**src/hw/rtl/identifier_text_classifier_macros.svh**
```systemverilog
// Assertion macros used by the classifier back end.
`ifndef IDENTIFIER_TEXT_CLASSIFIER_MACROS_SVH
`define IDENTIFIER_TEXT_CLASSIFIER_MACROS_SVH

// Asserts that an antecedent implies a consequent in the same cycle.
`define ITC_ASSERT_IMP(label, ante, cons) \
    label: assert property (@(posedge clk) disable iff (!rst_n) (ante) |-> (cons)) \
        else $error("assertion failed");

// Asserts that an antecedent implies a consequent in the next cycle.
`define ITC_ASSERT_NEXT(label, ante, cons) \
    label: assert property (@(posedge clk) disable iff (!rst_n) (ante) |=> (cons)) \
        else $error("assertion failed");

`endif

```
**src/hw/rtl/itc_pkg.sv**
```systemverilog
package itc_pkg;

    localparam int unsigned QueueDepth = 3;

    typedef enum logic [3:0] {
        KIND_EMPTY   = 4'd0,
        KIND_NULL    = 4'd1,
        KIND_DECIMAL = 4'd2,
        KIND_UUID    = 4'd3,
        KIND_UUID_UC = 4'd4,
        KIND_PREF    = 4'd5,
        KIND_B64     = 4'd6,
        KIND_HEX     = 4'd7,
        KIND_SHORT   = 4'd8,
        KIND_LONG    = 4'd9
    } kind_t;

    localparam logic [1:0] CASE_UNKNOWN = 2'd0;
    localparam logic [1:0] CASE_LOWER   = 2'd1;
    localparam logic [1:0] CASE_UPPER   = 2'd2;

    localparam logic [3:0] REQ_ANY = 4'd0;

    typedef struct packed {
        logic [7:0] byte_in;
        logic       has_byte;
        logic       last;
        logic [3:0] requested_kind;
    } in_item_t;

    typedef struct packed {
        logic [3:0]  id_kind;
        logic [63:0] value_high;
        logic [63:0] value_low;
        logic        kind_error;
    } out_item_t;

    // Result of the last byte, held between the front and the back.
    typedef struct packed {
        logic [5:0]   len;
        logic [3:0]   req;
        logic [6:0]   flags;
        logic [1:0]   lcase;
        logic [127:0] hex_val;
        logic [127:0] dec_val;
        logic [127:0] pref_val;
        logic [127:0] b64_val;
    } summary_t;

    function automatic logic [4:0] hex_digit(input logic [7:0] b);
        logic [4:0] r;
        r = 5'h10;
        if (b >= 8'h30 && b <= 8'h39) r = {1'b0, b[3:0]};
        else if (b >= 8'h61 && b <= 8'h66) r = 5'(b - 8'h57);
        else if (b >= 8'h41 && b <= 8'h46) r = 5'(b - 8'h37);
        return r;
    endfunction

    function automatic logic [6:0] url_b64(input logic [7:0] b);
        logic [6:0] r;
        r = 7'h40;
        if (b >= 8'h30 && b <= 8'h39) r = 7'(b - 8'h30);
        else if (b >= 8'h41 && b <= 8'h5A) r = 7'(b - 8'h37);
        else if (b >= 8'h61 && b <= 8'h7A) r = 7'(b - 8'h3D);
        else if (b == 8'h2D) r = 7'd62;
        else if (b == 8'h5F) r = 7'd63;
        return r;
    endfunction

    function automatic logic [6:0] sort_b64(input logic [7:0] b);
        logic [6:0] r;
        r = 7'h40;
        if (b == 8'h2B) r = 7'd0;
        else if (b == 8'h2F) r = 7'd1;
        else if (b >= 8'h30 && b <= 8'h39) r = 7'(b - 8'h2E);
        else if (b >= 8'h41 && b <= 8'h5A) r = 7'(b - 8'h35);
        else if (b >= 8'h61 && b <= 8'h7A) r = 7'(b - 8'h3B);
        return r;
    endfunction

endpackage

```
**src/hw/rtl/itc_stream_if.sv**
```systemverilog
interface itc_stream_if #(parameter type payload_t = logic);
    logic     valid;
    logic     ready;
    payload_t payload;

    modport source (output valid, output payload, input ready);
    modport sink (input valid, input payload, output ready);
endinterface

```
**src/hw/rtl/itc_back.sv**
```systemverilog
module itc_back #(
    parameter int unsigned Depth = itc_pkg::QueueDepth
) (
    input  logic               clk,
    input  logic               rst_n,
    input  logic               sum_valid,
    input  itc_pkg::summary_t  sum_data,
    output logic               sum_ready,
    itc_stream_if.source       out_ch
);
    import itc_pkg::*;

    localparam int unsigned AW = (Depth > 1) ? $clog2(Depth) : 1;

    out_item_t        q_mem [Depth];
    logic [AW-1:0]    wr_reg, rd_reg;
    logic [AW:0]      cnt_reg;
    out_item_t        res;
    logic             push, pop;
    logic [3:0]       req;
    logic [5:0]       len;
    logic [6:0]       f;

    function automatic logic allows(input logic [3:0] r, input logic [3:0] k);
        return r == REQ_ANY || r == k + 4'd1;
    endfunction

    assign req = sum_data.req;
    assign len = sum_data.len;
    assign f   = sum_data.flags;

    always_comb
    begin
        res = '0;
        if (allows(req, KIND_EMPTY) && len == 6'd0)
            res.id_kind = KIND_EMPTY;
        else if (allows(req, KIND_NULL) && len == 6'd4 && f[0])
            res.id_kind = KIND_NULL;
        else if (allows(req, KIND_DECIMAL) && len == 6'd1 && f[1])
            res.id_kind = KIND_DECIMAL;
        else if ((allows(req, KIND_UUID) || allows(req, KIND_UUID_UC))
                 && len == 6'd36 && f[2])
        begin
            res.id_kind = (sum_data.lcase == CASE_UPPER) ? KIND_UUID_UC : KIND_UUID;
            {res.value_high, res.value_low} = sum_data.hex_val;
        end
        else if (allows(req, KIND_PREF) && len == 6'd26 && f[3])
        begin
            res.id_kind = KIND_PREF;
            {res.value_high, res.value_low} = sum_data.pref_val;
        end
        else if (allows(req, KIND_DECIMAL) && len < 6'd40 && f[4])
        begin
            res.id_kind = KIND_DECIMAL;
            {res.value_high, res.value_low} = sum_data.dec_val;
        end
        else if (allows(req, KIND_B64) && len == 6'd16 && f[5])
        begin
            res.id_kind = KIND_B64;
            {res.value_high, res.value_low} = sum_data.b64_val;
        end
        else if (allows(req, KIND_HEX) && len == 6'd32 && f[6])
        begin
            res.id_kind = KIND_HEX;
            {res.value_high, res.value_low} = sum_data.hex_val;
        end
        else
            res.id_kind = (len <= 6'd16) ? KIND_SHORT : KIND_LONG;
        res.kind_error = (req != REQ_ANY) && (res.id_kind + 4'd1 != req);
    end

    // One slot is kept free for the summary already in flight.
    assign sum_ready = cnt_reg < (AW+1)'(Depth - 1);
    assign push = sum_valid;
    assign pop  = out_ch.valid && out_ch.ready;
    assign out_ch.valid   = cnt_reg != '0;
    assign out_ch.payload = q_mem[rd_reg];

    always_ff @(posedge clk)
    begin
        if (push) q_mem[wr_reg] <= res;
    end

    always_ff @(posedge clk or negedge rst_n)
    begin
        if (!rst_n)
        begin
            wr_reg  <= '0;
            rd_reg  <= '0;
            cnt_reg <= '0;
        end
        else
        begin
            if (push) wr_reg <= (wr_reg == AW'(Depth - 1)) ? '0 : wr_reg + 1'b1;
            if (pop)  rd_reg <= (rd_reg == AW'(Depth - 1)) ? '0 : rd_reg + 1'b1;
            cnt_reg <= cnt_reg + (AW+1)'(push) - (AW+1)'(pop);
        end
    end

`include "identifier_text_classifier_macros.svh"
    `ITC_ASSERT_IMP(a_no_overflow, push, cnt_reg < (AW+1)'(Depth))
    `ITC_ASSERT_IMP(a_no_underflow, pop, cnt_reg != '0)
    `ITC_ASSERT_NEXT(a_count_hold, !push && !pop, $stable(cnt_reg))
endmodule

```
**src/flat_wrapper.sv**
```systemverilog
// flat-port wrapper written by rule: the top's interface ports become plain ports
module itc_back_flat import itc_pkg::*;
#(
    parameter int unsigned Depth = itc_pkg::QueueDepth
)
  (clk, rst_n, sum_valid, sum_data, sum_ready, out_ch_valid, out_ch_payload, out_ch_ready);
  itc_stream_if out_ch_i ();
  input  logic clk;
  input  logic rst_n;
  input  logic sum_valid;
  input  itc_pkg::summary_t sum_data;
  output logic sum_ready;
  output wire logic [$bits(out_ch_i.valid)-1:0] out_ch_valid;
  output wire logic [$bits(out_ch_i.payload)-1:0] out_ch_payload;
  input wire logic [$bits(out_ch_i.ready)-1:0] out_ch_ready;
  assign out_ch_valid = out_ch_i.valid;
  assign out_ch_payload = out_ch_i.payload;
  assign out_ch_i.ready = out_ch_ready;
  itc_back #(.Depth(Depth)) u_core (.clk(clk), .rst_n(rst_n), .sum_valid(sum_valid), .sum_data(sum_data), .sum_ready(sum_ready), .out_ch(out_ch_i));
endmodule
```
**config.mk**
```make
export PLATFORM = sky130hd
export DESIGN_NAME = itc_back_flat
export DESIGN_NICKNAME = d
export VERILOG_FILES = /design/src/hw/rtl/itc_pkg.sv /design/src/hw/rtl/itc_stream_if.sv /design/src/hw/rtl/itc_back.sv /design/src/flat_wrapper.sv
export VERILOG_INCLUDE_DIRS = /design/src /design/src/hw/rtl
export SDC_FILE = /design/constraint.sdc
export NUM_CORES = 1
export LEC_CHECK = 0
export BUFFER_PORTS_ARGS = -buffer_cell sky130_fd_sc_hd__buf_2
export CORE_AREA = 3 3 211 213
export CTS_CLUSTER_DIAMETER = 200
export DETAILED_ROUTE_END_ITERATION = 10
export DIE_AREA = 0 0 214 216
export GPL_TIMING_DRIVEN = 0
export SYNTH_ARGS = -nofsm -noshare
export SYNTH_HDL_FRONTEND = slang
export SYNTH_SLANG_ARGS = --single-unit
```
**constraint.sdc**
```tcl
create_clock -name clk -period 2.7 [get_ports clk]
set_input_delay 0.27 -clock clk [delete_from_list [all_inputs] [get_ports clk]]
set_output_delay 0.27 -clock clk [all_outputs]
set_load 0.05 [all_outputs]
```
==> summary.md <==
| Metric | Value |
|---|---|
| Sequential cell area fraction in the yosys report | 28.80% |
| Post-synth top area share | 19.02% |
| Failing checks | negative setup slack |
| Worst Hold Class | primary input to register |
| Vias | 889 |
| CP Capture Type | register |
| DRT antenna net count | 0 |
| Antenna violations before repair | 1 |
| Final WL | 2700 um |
| Buffers on Ports | 23 |
| Met2 usage | 2.043% |
| Global-route total usage across every layer | 1.128% |
| H-tree lvl count | 1 |
| Full die area | 46,220 um^2 |
| Die Span X | 214 um |
| GRT met1 Usage | 1.385% |
| Asr flop ratio synth | 70.00% |
| DRC | 0 |
| Core region area | 42,890 um^2 |
| Inst Count DP | 707 |
| Worst Reg-to-Reg Cells | 10 |
| Post-synth top flop | dfrtp_1 |
| Static leakage power | 0.6039 nW |
| Unrepaired setup endpoints after global routing | true |
| Critical Path RT | 2.65 ns |
| Synth Area per Inst | 9.302 um^2 |
| Clk sinks | 10 |
| Max Clk Rate | 366.0 MHz |
| Post-Syn Instances | 99 |
| Critical path depth | 11 |
| Largest net degree at the start of global routing | 10 |
| Share of cells above drive strength 1 | 37.88% |
| Final Setup Violations | 3 |
| TritonCTS clock tree | done |
| Vias in the first global route | 926 |
| Arr. time, crit path | 2.68 ns |
| Gr busiest metal | met2 |
| Final Critical Period | 2.732 ns |
| Hold WS | 0.3004 ns |
| Clk Latency, worst-skew pair | 0.23 ns |
| Worst-path fanout max | 4 |
| Max_cap viols | 0 |
| Drt via density | 1.240 |
| Final Power | 0.8975 mW |
| Post-route worst setup slack | -0.03205 ns |
| Area contributors post-synth | dfrtp_1 19%, edfxtp_1 9.8%, ha_1 5.4% |
| Met3 Usage GRT | 0.2394% |
| First drt pass iteration count | 4 |
| Outcome | complete, but fails checks |
| Gpl congestion | 0.7173 |
| Largest stage delay on the critical path | 0.53 ns |
| Non-Filler Instances | 717 |
| FP Rows | 76 |
| Clock-pin slew on the worst setup and hold paths | 0.04 ns |
| Setup TNS | -0.09588 ns |
| YS warnings | 0 |
| Clk buf depth | 2 |
| Mapped cell area | 920.9 um^2 |
| Final Hold Viols | 0 |
| Relative slew slack | 72.73% |
| Initial core utilization | 2.147% |
| Ports | 538 |
| Slew at the pin closest to its max-slew limit | 0.4090 ns |
| EDFF count, synth | 3 |
| Total grt overflow | 0 |
| First-pass GRT wire length | 4284 um |
| Synthesized net count | 639 |
| WS Path Type | primary input to register |
| Nets | 673 |
| WL per Instance | 3.766 um |
| CTS root buffer | clkbuf_16 |
| Chip Height | 216 um |
| Hpwl dp | 2100 um |
| Pwr dens | 442.5 nW/um^2 |
| CP delay by family, top | compound AO/OA/AOI/OAI gates |
| Unique masters post-synth | 42 |
| Area delta synth->final | 120.2% |
| Hold Path Stages | 2 |
| Inserted Clock Buffers | 3 |
| Worst setup SP type | primary input |
| Final Max Slew Viols | 0 |
| Area leader, netlist | dfrtp_1 |
| # diodes | 0 |
| Peak VDD IR | 0.0004472 V |
| DRT iter0 DRCs | 25 |
| Period utilization | 101.2% |
| FF+latch count, synth | 10 |
| CP max stage cell | or4b_4 |
| Clock skew | 0.001298 ns |
| Worst Path Buf+Inv | 1 |
| Ordered list of cells on the worst path | buf_8 -> or4b_4 -> a2111oi_4 -> a41oi_2 -> a221oi_2 -> a41o_1 -> ha_4 -> xnor2_4 -> o311ai_4 -> nor3b_2 -> o31ai_4 |
-- path summary, 6_finish.rpt --
path / start / to / slack (ns)
setup / recovery: sum_data[525] / u_core.q_mem[2][0] / -0.03
hold / removal: sum_valid / u_core.cnt_reg[0] / 0.30
setup reg to reg: u_core.cnt_reg[1] / u_core.cnt_reg[2] / 0.73
hold reg to reg: u_core.rd_reg[0] / u_core.rd_reg[1] / 0.53
max in group asynchronous: rst_n / u_core.wr_reg[0] / 2.14
min in group asynchronous: rst_n / u_core.rd_reg[0] / 0.40
-- where the power goes --
group          leakage [nW]  switching [mW]  internal, mW
Clock                0.0385          0.0656         0.194
Sequential            0.112          0.0383         0.218
Combinational         0.454           0.236         0.146
-- layer usage --
layer / part of all wire [%] / up-vias
met5: 0 / -
met4: 0.93 / 0
met3: 5.1 / 4
met2: 49 / 31
met1: 45 / 419
li1: - / 435
-- cell usage in the layout, fill, tap and decap left out, types with 3 or more instances in the layout --
cell	instances
buf_4	6
edfxtp_1	3
inv_1	11
o211ai_1	3
nand2_1	7
clkbuf_16	3
ha_1	3
nor2_1	8
nand3_1	4
nand2b_1	3
nor3_1	3
buf_2	20
dfrtp_1	7
-- layout make-up --
type                    instances  area, um^2
fillers                      5083       40860
well taps                     585       732.0
multi-input cells              76       709.4
flip-flops and latches         10       265.3
repair buffers                 29       191.4
clock buffers                   3       75.07
inverters                      11       41.29
plain buffers                   2       10.01
clock inverters                 1       3.754
-- through the flow --
step                instance area (um^2)  setup WS, ns  util, %
global placement                    1777        -1.065    4.143
global route                        2028       -0.1619    4.729
finish                              2028      -0.03205    4.729
detailed placement                  1777        -1.092    4.143
floorplan                          929.6       -0.1103        -
CTS                                 1984       -0.1354    4.627
-- timing repair --
item                       in CTS  in global routing
buffers inserted                5                  1
hold buffers                    1                  0
gates resized for setup        17                  7
setup endpoints to repair       3                  3
pin swaps                       7                  4
hold endpoints to repair        7                  0
-- synthesized netlist by cell type (2+ instances only) --
| cell type | count |
|---|---|
| nand2_1 | 7 |
| ha_1 | 4 |
| nand3_1 | 4 |
| inv_1 | 11 |
| nand4_1 | 2 |
| o21ai_0 | 2 |
| a221oi_1 | 2 |
| and3_1 | 2 |
| o2111a_1 | 2 |
| nor3_1 | 3 |
| o211ai_1 | 3 |
| nand2b_1 | 3 |
| nor3b_1 | 2 |
| nor4bb_1 | 2 |
| o31ai_1 | 2 |
| a21o_1 | 2 |
| xnor2_1 | 4 |
| nor2b_1 | 2 |
| clkbuf_1 | 2 |
| edfxtp_1 | 3 |
| nor2_1 | 8 |
| dfrtp_1 | 7 |
-- logic make-up after synthesis --
group | count (synthesis) | share of synthesized area (%)
mux | 2 | 2.310
buf+inv | 13 | 5.299
simple gates | 44 | 28.80
fa+ha+maj | 5 | 7.609
xor+xnor | 5 | 4.755
flops | 10 | 28.80
compound gates | 20 | 22.42
No activity file was read; power rests on OpenSTA's default activity.
